### src/rtl/nmrp_pkg.sv
// ----------------------------------------------------------------------------
// nmrp_pkg : shared types and constants for the NDEF record parser
// Field kinds (also used as parse phase), status codes, result beat layout.
// ----------------------------------------------------------------------------
`default_nettype none

package nmrp_pkg;

  localparam int MaxRecordsDefault = 16;
  localparam int LimitW            = 5;
  localparam logic [LimitW-1:0] RecordLimitReset = 5'd16;

  // header flag bit positions
  localparam int FlagMb = 7;
  localparam int FlagMe = 6;
  localparam int FlagCf = 5;
  localparam int FlagSr = 4;
  localparam int FlagIl = 3;

  // field kind of a byte; the parse phase uses the same encoding
  typedef enum logic [2:0] {
    KIND_HEADER   = 3'd0,
    KIND_TYPE_LEN = 3'd1,
    KIND_PAY_LEN  = 3'd2,
    KIND_ID_LEN   = 3'd3,
    KIND_TYPE     = 3'd4,
    KIND_ID       = 3'd5,
    KIND_PAYLOAD  = 3'd6,
    KIND_IGNORED  = 3'd7
  } field_kind_t;

  typedef enum logic [1:0] {
    ST_OK        = 2'd0,
    ST_DROPPED   = 2'd1,
    ST_TRUNCATED = 2'd2
  } status_t;

  typedef struct packed {
    logic [7:0]  byte_value;
    field_kind_t field_kind;
    logic [3:0]  record_index;
    logic [2:0]  record_tnf;
    logic        begin_flag;
    logic        chunk_flag;
    logic        record_done;
    logic        message_done;
    status_t     status;
  } result_t;

endpackage

`default_nettype wire

### src/rtl/ndef_message_record_parser.sv
// An accepted byte goes first into the input register and then into the result
// register once that is empty or being drained by out_ready.
// Throughput: one byte per cycle while out_ready is not held low; the parse state is updated in a single step.
// Input register and result register each hold one beat, so one more input
// beat can be taken while a finished result waits for out_ready.
// Reset (rst, synchronous): parse state cleared, both registers empty,
// record_limit back to 16.
// ----------------------------------------------------------------------------
// ndef_message_record_parser : NDEF message byte tagger
// Tags every message byte with field kind, record index, flags and status.
// ----------------------------------------------------------------------------
`default_nettype none

module ndef_message_record_parser #(
  parameter int MAX_RECORDS = nmrp_pkg::MaxRecordsDefault
) (
  input  wire logic                        clk,
  input  wire logic                        rst,
  // config
  input  wire logic                        cfg_we,
  input  wire logic [nmrp_pkg::LimitW-1:0] cfg_wdata,
  // input beats
  input  wire logic                        in_valid,
  output logic                             in_ready,
  input  wire logic [7:0]                  data_byte,
  input  wire logic                        last_byte,
  // result beats
  output logic                             out_valid,
  input  wire logic                        out_ready,
  output logic [7:0]                       byte_value,
  output logic [2:0]                       field_kind,
  output logic [3:0]                       record_index,
  output logic [2:0]                       record_tnf,
  output logic                             begin_flag,
  output logic                             chunk_flag,
  output logic                             record_done,
  output logic                             message_done,
  output logic [1:0]                       status
);
  import nmrp_pkg::*;

  logic [LimitW-1:0] record_limit;

  // input register
  logic       in_full;
  logic [7:0] in_byte;
  logic       in_last;

  // result register
  result_t    out_res;
  result_t    step_res;
  logic       advance;

  // move a beat from the input register into the result register when
  // the result register is empty or being drained this cycle
  assign advance  = in_full && (!out_valid || out_ready);
  assign in_ready = !in_full || advance;

  always_ff @(posedge clk) begin
    if (rst) begin
      record_limit <= RecordLimitReset;
    end else if (cfg_we) begin
      record_limit <= cfg_wdata;
    end
  end

  always_ff @(posedge clk) begin
    if (rst) begin
      in_full <= 1'b0;
    end else if (in_valid && in_ready) begin
      in_full <= 1'b1;
    end else if (advance) begin
      in_full <= 1'b0;
    end
  end

  // payload needs no reset
  always_ff @(posedge clk) begin
    if (in_valid && in_ready) begin
      in_byte <= data_byte;
      in_last <= last_byte;
    end
  end

  nmrp_core #(
    .MAX_RECORDS (MAX_RECORDS)
  ) u_core (
    .clk          (clk),
    .rst          (rst),
    .step         (advance),
    .data_byte    (in_byte),
    .last_byte    (in_last),
    .record_limit (record_limit),
    .result       (step_res)
  );

  always_ff @(posedge clk) begin
    if (rst) begin
      out_valid <= 1'b0;
    end else if (advance) begin
      out_valid <= 1'b1;
    end else if (out_ready) begin
      out_valid <= 1'b0;
    end
  end

  always_ff @(posedge clk) begin
    if (advance) begin
      out_res <= step_res;
    end
  end

  assign byte_value   = out_res.byte_value;
  assign field_kind   = out_res.field_kind;
  assign record_index = out_res.record_index;
  assign record_tnf   = out_res.record_tnf;
  assign begin_flag   = out_res.begin_flag;
  assign chunk_flag   = out_res.chunk_flag;
  assign record_done  = out_res.record_done;
  assign message_done = out_res.message_done;
  assign status       = out_res.status;

  // message end only ever closes a record
  a_msg_closes_record: assert property (@(posedge clk) disable iff (rst)
    out_valid && out_res.message_done |-> out_res.record_done)
    else $error("message_done without record_done");

  // ignored bytes carry no marks and a clean status
  a_ignored_clean: assert property (@(posedge clk) disable iff (rst)
    out_valid && out_res.field_kind == KIND_IGNORED |->
      !out_res.record_done && out_res.status == ST_OK)
    else $error("ignored byte carries marks or status");

  // a held result blocks the input register when it is full
  a_no_overwrite: assert property (@(posedge clk) disable iff (rst)
    out_valid && !out_ready && in_full |-> !in_ready)
    else $error("input taken while both registers full");

  // every beat moved on shows up as a result
  a_advance_valid: assert property (@(posedge clk) disable iff (rst)
    advance |=> out_valid)
    else $error("result lost after advance");

  // a truncated byte never also ends its record
  a_trunc_not_done: assert property (@(posedge clk) disable iff (rst)
    out_valid && out_res.status == ST_TRUNCATED |-> !out_res.record_done)
    else $error("truncated byte marked record_done");

endmodule

`default_nettype wire

### src/rtl/nmrp_core.sv
// ----------------------------------------------------------------------------
// nmrp_core : per-byte parse step
// Holds the record parse state and tags one byte per step.
// ----------------------------------------------------------------------------
`default_nettype none

module nmrp_core #(
  parameter int MAX_RECORDS = nmrp_pkg::MaxRecordsDefault
) (
  input  wire logic                         clk,
  input  wire logic                         rst,
  input  wire logic                         step,
  input  wire logic [7:0]                   data_byte,
  input  wire logic                         last_byte,
  input  wire logic [nmrp_pkg::LimitW-1:0]  record_limit,
  output nmrp_pkg::result_t                 result
);
  import nmrp_pkg::*;

  localparam int CmpW = ($clog2(MAX_RECORDS + 1) > LimitW) ?
                        $clog2(MAX_RECORDS + 1) : LimitW;
  localparam logic [CmpW-1:0] MaxRec = CmpW'(MAX_RECORDS);

  localparam logic [1:0] StageType    = 2'd0;
  localparam logic [1:0] StageId      = 2'd1;
  localparam logic [1:0] StagePayload = 2'd2;

  typedef struct packed {
    field_kind_t phase;
    logic [31:0] remaining;
    logic        empty;
  } enter_t;

  // first nonempty field at or after the given stage
  function automatic enter_t enter_field(input logic [1:0] stage, input logic [7:0] tl,
                                         input logic [7:0] il, input logic [31:0] pl);
    enter_t e;
    e = '{phase: KIND_HEADER, remaining: 32'd0, empty: 1'b0};
    if (stage == StageType && tl != 8'd0) begin
      e.phase     = KIND_TYPE;
      e.remaining = {24'd0, tl};
    end else if (stage != StagePayload && il != 8'd0) begin
      e.phase     = KIND_ID;
      e.remaining = {24'd0, il};
    end else if (pl != 32'd0) begin
      e.phase     = KIND_PAYLOAD;
      e.remaining = pl;
    end else begin
      e.empty = 1'b1;
    end
    return e;
  endfunction

  field_kind_t phase, phase_next;
  logic [7:0]  header_flags, header_flags_next;
  logic [7:0]  type_length, type_length_next;
  logic [7:0]  id_length, id_length_next;
  logic [31:0] payload_length, payload_length_next;
  logic [1:0]  length_byte_count, length_byte_count_next;
  logic [31:0] bytes_remaining, bytes_remaining_next;
  logic [4:0]  record_count, record_count_next;

  logic        done;
  logic        use_enter;
  logic [1:0]  enter_stage;
  enter_t      ent;
  logic [31:0] remaining_dec;
  logic [4:0]  idx_raw;
  logic [CmpW-1:0] limit;
  logic [CmpW-1:0] limit_cfg;

  always_comb begin
    phase_next             = phase;
    header_flags_next      = header_flags;
    type_length_next       = type_length;
    id_length_next         = id_length;
    payload_length_next    = payload_length;
    length_byte_count_next = length_byte_count;
    bytes_remaining_next   = bytes_remaining;
    record_count_next      = record_count;
    use_enter              = 1'b0;
    enter_stage            = StageType;
    done                   = 1'b0;
    remaining_dec          = bytes_remaining - 32'd1;

    case (phase)
      KIND_HEADER: begin
        header_flags_next      = data_byte;
        type_length_next       = 8'd0;
        id_length_next         = 8'd0;
        payload_length_next    = 32'd0;
        length_byte_count_next = 2'd0;
        bytes_remaining_next   = 32'd0;
        if (record_count != 5'd31) record_count_next = record_count + 5'd1;
        phase_next = KIND_TYPE_LEN;
      end
      KIND_TYPE_LEN: begin
        type_length_next       = data_byte;
        payload_length_next    = 32'd0;
        length_byte_count_next = 2'd0;
        phase_next             = KIND_PAY_LEN;
      end
      KIND_PAY_LEN: begin
        payload_length_next = {payload_length[23:0], data_byte};
        if (header_flags[FlagSr] || length_byte_count == 2'd3) begin
          length_byte_count_next = 2'd0;
          if (header_flags[FlagIl]) phase_next = KIND_ID_LEN;
          else use_enter = 1'b1;
        end else begin
          length_byte_count_next = length_byte_count + 2'd1;
        end
      end
      KIND_ID_LEN: begin
        id_length_next = data_byte;
        use_enter      = 1'b1;
      end
      KIND_TYPE: begin
        bytes_remaining_next = remaining_dec;
        enter_stage          = StageId;
        use_enter            = (remaining_dec == 32'd0);
      end
      KIND_ID: begin
        bytes_remaining_next = remaining_dec;
        enter_stage          = StagePayload;
        use_enter            = (remaining_dec == 32'd0);
      end
      KIND_PAYLOAD: begin
        bytes_remaining_next = remaining_dec;
        done                 = (remaining_dec == 32'd0);
      end
      default: ;
    endcase

    ent = enter_field(enter_stage, type_length_next, id_length_next, payload_length_next);
    if (use_enter) begin
      if (ent.empty) begin
        done = 1'b1;
      end else begin
        phase_next           = ent.phase;
        bytes_remaining_next = ent.remaining;
      end
    end

    if (done) phase_next = header_flags_next[FlagMe] ? KIND_IGNORED : KIND_HEADER;

    // result tags
    idx_raw   = (record_count_next == 5'd0) ? 5'd0 : record_count_next - 5'd1;
    limit_cfg = CmpW'(record_limit);
    limit     = (limit_cfg < MaxRec) ? limit_cfg : MaxRec;

    result.byte_value   = data_byte;
    result.field_kind   = phase;
    result.record_index = (idx_raw > 5'd15) ? 4'd15 : idx_raw[3:0];
    result.record_tnf   = header_flags_next[2:0];
    result.begin_flag   = header_flags_next[FlagMb];
    result.chunk_flag   = header_flags_next[FlagCf];
    result.record_done  = done;
    result.message_done = done && header_flags_next[FlagMe];
    result.status       = ST_OK;
    if (phase != KIND_IGNORED) begin
      if (last_byte && !done) result.status = ST_TRUNCATED;
      else if (CmpW'(idx_raw) >= limit) result.status = ST_DROPPED;
    end

    // end of buffer: start afresh
    if (last_byte) begin
      phase_next             = KIND_HEADER;
      header_flags_next      = 8'd0;
      type_length_next       = 8'd0;
      id_length_next         = 8'd0;
      payload_length_next    = 32'd0;
      length_byte_count_next = 2'd0;
      bytes_remaining_next   = 32'd0;
      record_count_next      = 5'd0;
    end
  end

  always_ff @(posedge clk) begin
    if (rst) begin
      phase             <= KIND_HEADER;
      header_flags      <= 8'd0;
      type_length       <= 8'd0;
      id_length         <= 8'd0;
      payload_length    <= 32'd0;
      length_byte_count <= 2'd0;
      bytes_remaining   <= 32'd0;
      record_count      <= 5'd0;
    end else if (step) begin
      phase             <= phase_next;
      header_flags      <= header_flags_next;
      type_length       <= type_length_next;
      id_length         <= id_length_next;
      payload_length    <= payload_length_next;
      length_byte_count <= length_byte_count_next;
      bytes_remaining   <= bytes_remaining_next;
      record_count      <= record_count_next;
    end
  end

endmodule

`default_nettype wire
### config.mk
export PLATFORM = sky130hd
export DESIGN_NAME = ndef_message_record_parser
export DESIGN_NICKNAME = d
export VERILOG_FILES = /design/src/rtl/nmrp_pkg.sv /design/src/rtl/ndef_message_record_parser.sv /design/src/rtl/nmrp_core.sv
export SDC_FILE = /design/constraint.sdc
export NUM_CORES = 1
export LEC_CHECK = 0
export BUFFER_PORTS_ARGS = -buffer_cell sky130_fd_sc_hd__buf_2
export CORE_UTILIZATION = 41
export CTS_CLUSTER_DIAMETER = 150
export DETAILED_ROUTE_END_ITERATION = 10
export GPL_ROUTABILITY_DRIVEN = 0
export PLACE_DENSITY_LB_ADDON = 0.15
export SYNTH_ARGS = -nofsm -noshare
export SYNTH_HDL_FRONTEND = slang
export SYNTH_SLANG_ARGS = --single-unit
### constraint.sdc
create_clock -name clk -period 9.7 [get_ports clk]
set_clock_uncertainty 0.05 [all_clocks]
set_input_delay 0.97 -clock clk [delete_from_list [all_inputs] [get_ports clk]]
set_output_delay 0.97 -clock clk [all_outputs]
set_load 0.01 [all_outputs]
; Yosys cells after proc, flatten, opt, wreduce, memory -nomap -nowiden
; Cells that the tools add are included.
; Widths: inputs -> output; s select.
[word_totals]
reg_bits = 138
memories = 0
latch_bits = 0
rom_bits = 0
out_inout_bits = 26
mem_bits_rw = 0
[classes]
n_bitwise = 1
addsub = 4
reduce_logical = 29
n_mul = 0
eq_ne = 10
n_div = 0
magnitude_cmp = 3
muxes = 47
n_shift = 0
[op_table]
columns = op, n
row1 = $mux 32, 4
row2 = $pmux 32 s2, 2
row3 = $mux 35, 3
row4 = $logic_not 32->1, 1
row5 = $mux 8, 4
row6 = $pmux 8 s2, 2
row7 = $reduce_bool 32->1, 1
row8 = $sub 32x1->32 const B, 1
row9 = $mux 5, 5
row10 = $mux 3, 7
row11 = $reduce_bool 8->1, 2
row12 = $mux 1, 13
row13 = $eq 3x3->1 const B, 3
row14 = $pmux 3 s3, 1
row15 = $pmux 2 s2, 2
row16 = $eq 3x2->1 const B, 2
row17 = $logic_and 1x1->1, 6
row18 = $mux 2, 3
row19 = $reduce_bool 2->1, 3
row20 = $reduce_or 2->1, 3
row21 = $add 5x1->5 const B, 1
row22 = $ge 5x5->1, 1
row23 = $gt 5x4->1 const B, 1
row24 = $logic_not 5->1, 1
row25 = other kinds (17), 22

; Depth between registers and ports, before layout
[depth]
ltp_word = 12
mapped_depth = 18
ltp_nobuf = 14

; By module
; Synthesis repeated with hierarchy kept, for this count alone.
[unflattened]
cells_unflattened = 971
hier_area_um2 = 8075.2
[by_module_without_submodules]
columns = module, instances, cells_per_inst, area_per_inst_um2
row1 = nmrp_core, 1, 912, 6816.5
row2 = ndef_message_record_parser, 1, 59, 1258.7

; Least setup slack after synthesis
; Ideal clock, no wire load.
[synth_path]
kind = reg2reg
start = register u_core.phase[2]
end = register out_res, in the netlist status[0], data pin
t_arrival_ns = 3.626
path_stages_with_launch = 19
t_required_ns = 9.392
slack_ns = 5.766
path_buffers = 5
cell_sequence = dfxtp_1 -> buf_4 -> buf_6 -> buf_2 -> clkbuf_1 -> or3_1 -> clkbuf_1 -> nor2b_1 -> mux2i_1 -> ha_1 -> nand3_1 -> o21ai_0 -> ha_1 -> nand2b_1 -> a21o_1 -> a21o_1 -> a21oi_1 -> nor2b_1 -> o221a_2
[synth_via]
elab_chain_cells = 12
[synth_rtl]
columns = item, line
row1 = "start, declared", nmrp_core.sv:54  ; field_kind_t phase, phase_next;
row2 = "start signal, assigned", nmrp_core.sv:189  ; phase <= phase_next;
row3 = $eq 3x1->1 or $logic_not 3->1 (tied branches), nmrp_core.sv:86  ; case (phase)
row4 = $reduce_or 2->1 (no line), n/a
row5 = $pmux 32 s2, nmrp_core.sv:86
row6 = $reduce_bool 32->1, nmrp_core.sv:45  ; end else if (pl != 32'd0) begin
row7 = $mux 1, nmrp_core.sv:45
row8 = $mux 1, nmrp_core.sv:42  ; end else if (stage != StagePayload && il != 8'd0) begin
row9 = $mux 1, nmrp_core.sv:39  ; if (stage == StageType && tl != 8'd0) begin
row10 = $mux 1, nmrp_core.sv:136  ; if (ent.empty) begin
row11 = $mux 1, nmrp_core.sv:135  ; if (use_enter) begin
row12 = $logic_not 1->1, nmrp_core.sv:161  ; if (last_byte && !done) result.status = ST_TRUNCATED;
row13 = $logic_and 1x1->1, nmrp_core.sv:161
row14 = $reduce_or 2->1 (no line), n/a
row15 = "end signal, assigned", ndef_message_record_parser.sv:109  ; out_res <= step_res;
row16 = "end, declared", ndef_message_record_parser.sv:50  ; result_t out_res;
; Parallel ways exist; a longest one is shown, timed or not.
; A chain may end at the register's enable or synchronous reset.

; Worst setup path in the final report
[layout_path]
start = register u_core.phase[0]
end = register u_core.bytes_remaining[22]
[layout_via]
elab_chain_cells = 10
[layout_rtl]
columns = item, line
row1 = $eq 3x1->1 or $logic_not 3->1 (tied branches), nmrp_core.sv:86
row2 = $reduce_or 2->1 (no line), n/a
row3 = $pmux 32 s2, nmrp_core.sv:86
row4 = $reduce_bool 32->1, nmrp_core.sv:45
row5 = $mux 35 or $mux 1 (tied branches), nmrp_core.sv:45
row6 = $mux 35 or $mux 1 (tied branches), nmrp_core.sv:42
row7 = $mux 35 or $mux 1 (tied branches), nmrp_core.sv:39
row8 = $mux 32, nmrp_core.sv:136
row9 = $mux 32 *, nmrp_core.sv:135
row10 = $mux 32 *, nmrp_core.sv:166  ; if (last_byte) begin
row11 = "end signal, assigned", nmrp_core.sv:195  ; bytes_remaining <= bytes_remaining_next;
row12 = "end, declared", nmrp_core.sv:60  ; logic [31:0] bytes_remaining, bytes_remaining_next;
; Mark *: on every way between the ends. The rest lies on a longest branch, timed or not.

==> impl_metrics.yaml <==
status:
  status: "complete, no violations"
hold_path:
  hold_path_class: "register to register"
clocking:
  cts_tree: "done"
  numCtsBuffers: 17
  ctsLongestPathBuffers: 2
  post_cts_buffers: 0
  cts_root_buf: "clkbuf_16"
  cts-resized-gates: 0
  clock_sinks: 138
  postCtsHoldBufs: 0
  htreeDepth: 4
  clk_pin_slew_worst_paths_ns: 0.07
  clk_latency_ns: 0.43
finish:
  final_cell_mix: "nor2_1, dfxtp_1, nand2_1, a22oi_1, o21ai_0"
  fin_nets: 1002
  diodes: 0
  synthToLayoutAreaGrowth_pct: 10.65
  layout.cells.non_filler: 1251
  drive_above_1_share: 0.1410
  layout_commonest_cell: "nor2_1"
synthesis:
  synth_cell_types: 84
  ys_warn_count: 0
  syn_inst: 978
  syn_nets: 1007
  synth-edff-count: 33
  netlist_area_um2: 8165
  synth-seq-cells: 138
  synth-seq-area-share: 0.3788
  ys.flop_type: "dfxtp_1"
  async_flop_share: 0
  synth.avg_cell_area_um2: 8.349
sta:
  hold_violations: 0
  totalNegativeSetupSlack_ns: 0
  period_needed_ns: 5.390
  maxSlewHeadroom: 0.2376
  drv_slew: 0
  rsz0062_at_grt: "false"
  setup-violations-final: 0
  tightestPinTransition_ns: 1.144
  fin_ws_ns: 4.310
  fmax_mhz: 185.5
  period_share: 0.5557
floorplan:
  row_count: 51
  ios: 45
  dieWidth_um: 143.1
  die_y_um: 143.1
  start_util: 0.4195
  dieArea_um2: 20480
  fp.coreArea_um2: 19460
critical_path:
  crit_end: "u_core.bytes_remaining[22]$_SDFFE_PP0P_"
  r2r_slack_ns: 4.31
  crit_path_end_kind: "register"
  critical_path_class: "register to register"
  crit_start: "u_core.phase[0]$_SDFFE_PP0P_"
  ff2ff_path_depth: 11
  reg2reg_to: "u_core.bytes_remaining[22]$_SDFFE_PP0P_"
  cp.arrival_ns: 5.67
  r2r_start: "u_core.phase[0]$_SDFFE_PP0P_"
  setup.worst_path.start_class: "register"
  crit_required_ns: 9.98
  path_max_fanout: 32
job:
  maxCapViolations: 0
pwr:
  p_per_area_nw_per_um2: 150.5
  ir_drop_uv: 116.3
  p_leak_nw: 3.060
detailed_routing:
  drt-total-wl_um: 24210
  vias: 7653
  wl_per_cell_um: 19.35
  drcViolationCount: 0
  ant_nets: 0
  drtIter0Drc: 782
  vias_per_cell: 6.118
  firstDrtPassIters: 6
grt:
  first_global_vias: 6681
  antenna_found_initial: 0
  grt_max_degree: 91
  overflow: 0
  groute.usage.overall: 0.2409
  grt_pass1_wl_um: 37780
placement:
  portBuffers: 44
  hpwlAfterDp_um: 16280
  pre_cts_slack_ns: 4.368
  dpl.cell_count: 1219
-- registers in the layout (all words and copies together), names as in the netlist, 4 cells and up --
name                    flops
u_core.bytes_remaining     32
record_index                4
u_core.record_count         5
byte_value                  8
u_core.type_length          8
u_core.payload_length      32
u_core.id_length            8
record_limit                5
u_core.header_flags         8
in_byte                     8
-- layer usage --
| metal | track usage | share of wire | vias to the layer above |
|---|---|---|---|
| met1 | 0.3559 | 0.49 | 3640 |
| met2 | 0.3489 | 0.43 | 287 |
| li1 | - | - | 3691 |
| met5 | 0 | 0 | - |
| met3 | 0.04292 | 0.065 | 35 |
| met4 | 0.07923 | 0.017 | 0 |
-- synthesized netlist by cell type, types with 14 or more instances --
library cell,n,area [um^2]
a21oi_1,45,225.2
a221oi_2,19,285.3
a22oi_1,87,653.1
clkbuf_1,54,202.7
dfxtp_1,105,2102
edfxtp_1,33,991.0
inv_1,24,90.09
nand2_1,91,341.6
nand2b_1,27,168.9
nand3_1,30,150.1
nor2_1,132,495.5
nor3_1,23,115.1
nor4_1,22,137.6
o21ai_0,62,310.3
o221ai_1,14,122.6
o311ai_0,16,140.1
-- worst max-delay path, stage by stage, from the launching register on --
cell,delay [ns]
dfxtp_1,0.62
buf_4,0.41
nand2b_1,0.91
o311ai_0,0.47
nor4_1,0.46
nand4_1,0.16
nor2_1,0.31
and3_1,0.24
o21bai_4,0.24
buf_4,0.46
nand2_2,0.50
a221oi_2,0.41
-- how the worst min path moves through the flow --
stage,slack (ns),cells past startpoint,start,to
detailed placement,0.43,2,u_core.type_length[5]$_SDFFE_PP0P_,u_core.type_length[5]$_SDFFE_PP0P_
CTS,0.45,2,u_core.type_length[5]$_SDFFE_PP0P_,u_core.type_length[5]$_SDFFE_PP0P_
global route,0.48,2,u_core.type_length[0]$_SDFFE_PP0P_,u_core.type_length[0]$_SDFFE_PP0P_
global placement,0.42,2,u_core.type_length[5]$_SDFFE_PP0P_,u_core.type_length[5]$_SDFFE_PP0P_
floorplan,0.35,0,u_core.phase[0]$_SDFFE_PP0P_,field_kind[0]$_DFFE_PP_
finish,0.45,2,u_core.type_length[5]$_SDFFE_PP0P_,u_core.type_length[5]$_SDFFE_PP0P_
-- kinds of logic after synthesis --
group,after synthesis,synth area share
simple gates,385,0.2275
compound gates,316,0.2922
flops,138,0.3788
buf+inv,108,0.06098
mux,12,0.01548
fa+ha+maj,10,0.01532
xor+xnor,9,0.009654
-- power breakdown --
part,internal (mW),total (mW),switching (mW),leakage [nW]
combinational,0.0308,0.101,0.0702,1.61
sequential,0.601,0.609,0.00876,1.16
clock,0.348,0.649,0.301,0.290
-- metrics by stage --
| step | instance area (um^2) | hold slack [ns] | total power, mW | utilization |
|---|---|---|---|---|
| finish | 9035 | 0.4453 | 1.360 | 0.4642 |
| global placement | 8444 | 0.4246 | 0.7227 | 0.4339 |
| detailed placement | 8444 | 0.4324 | 0.7228 | 0.4339 |
| global route | 9035 | 0.4752 | 1.406 | 0.4642 |
| CTS | 9035 | 0.4480 | 1.371 | 0.4642 |
| floorplan | 8165 | 0.3529 | 0.6901 | - |
-- final cells by class --
class | count | area, um^2
tap | 265 | 331.6
fill | 1932 | 10430
multi-input combinational | 732 | 4593
sequential | 138 | 3094
timing repair buffer | 58 | 327.8
inverter | 26 | 97.59
clock inverter | 15 | 165.2
clock buffer | 17 | 425.4
Power figures use the tool's default switching activity.
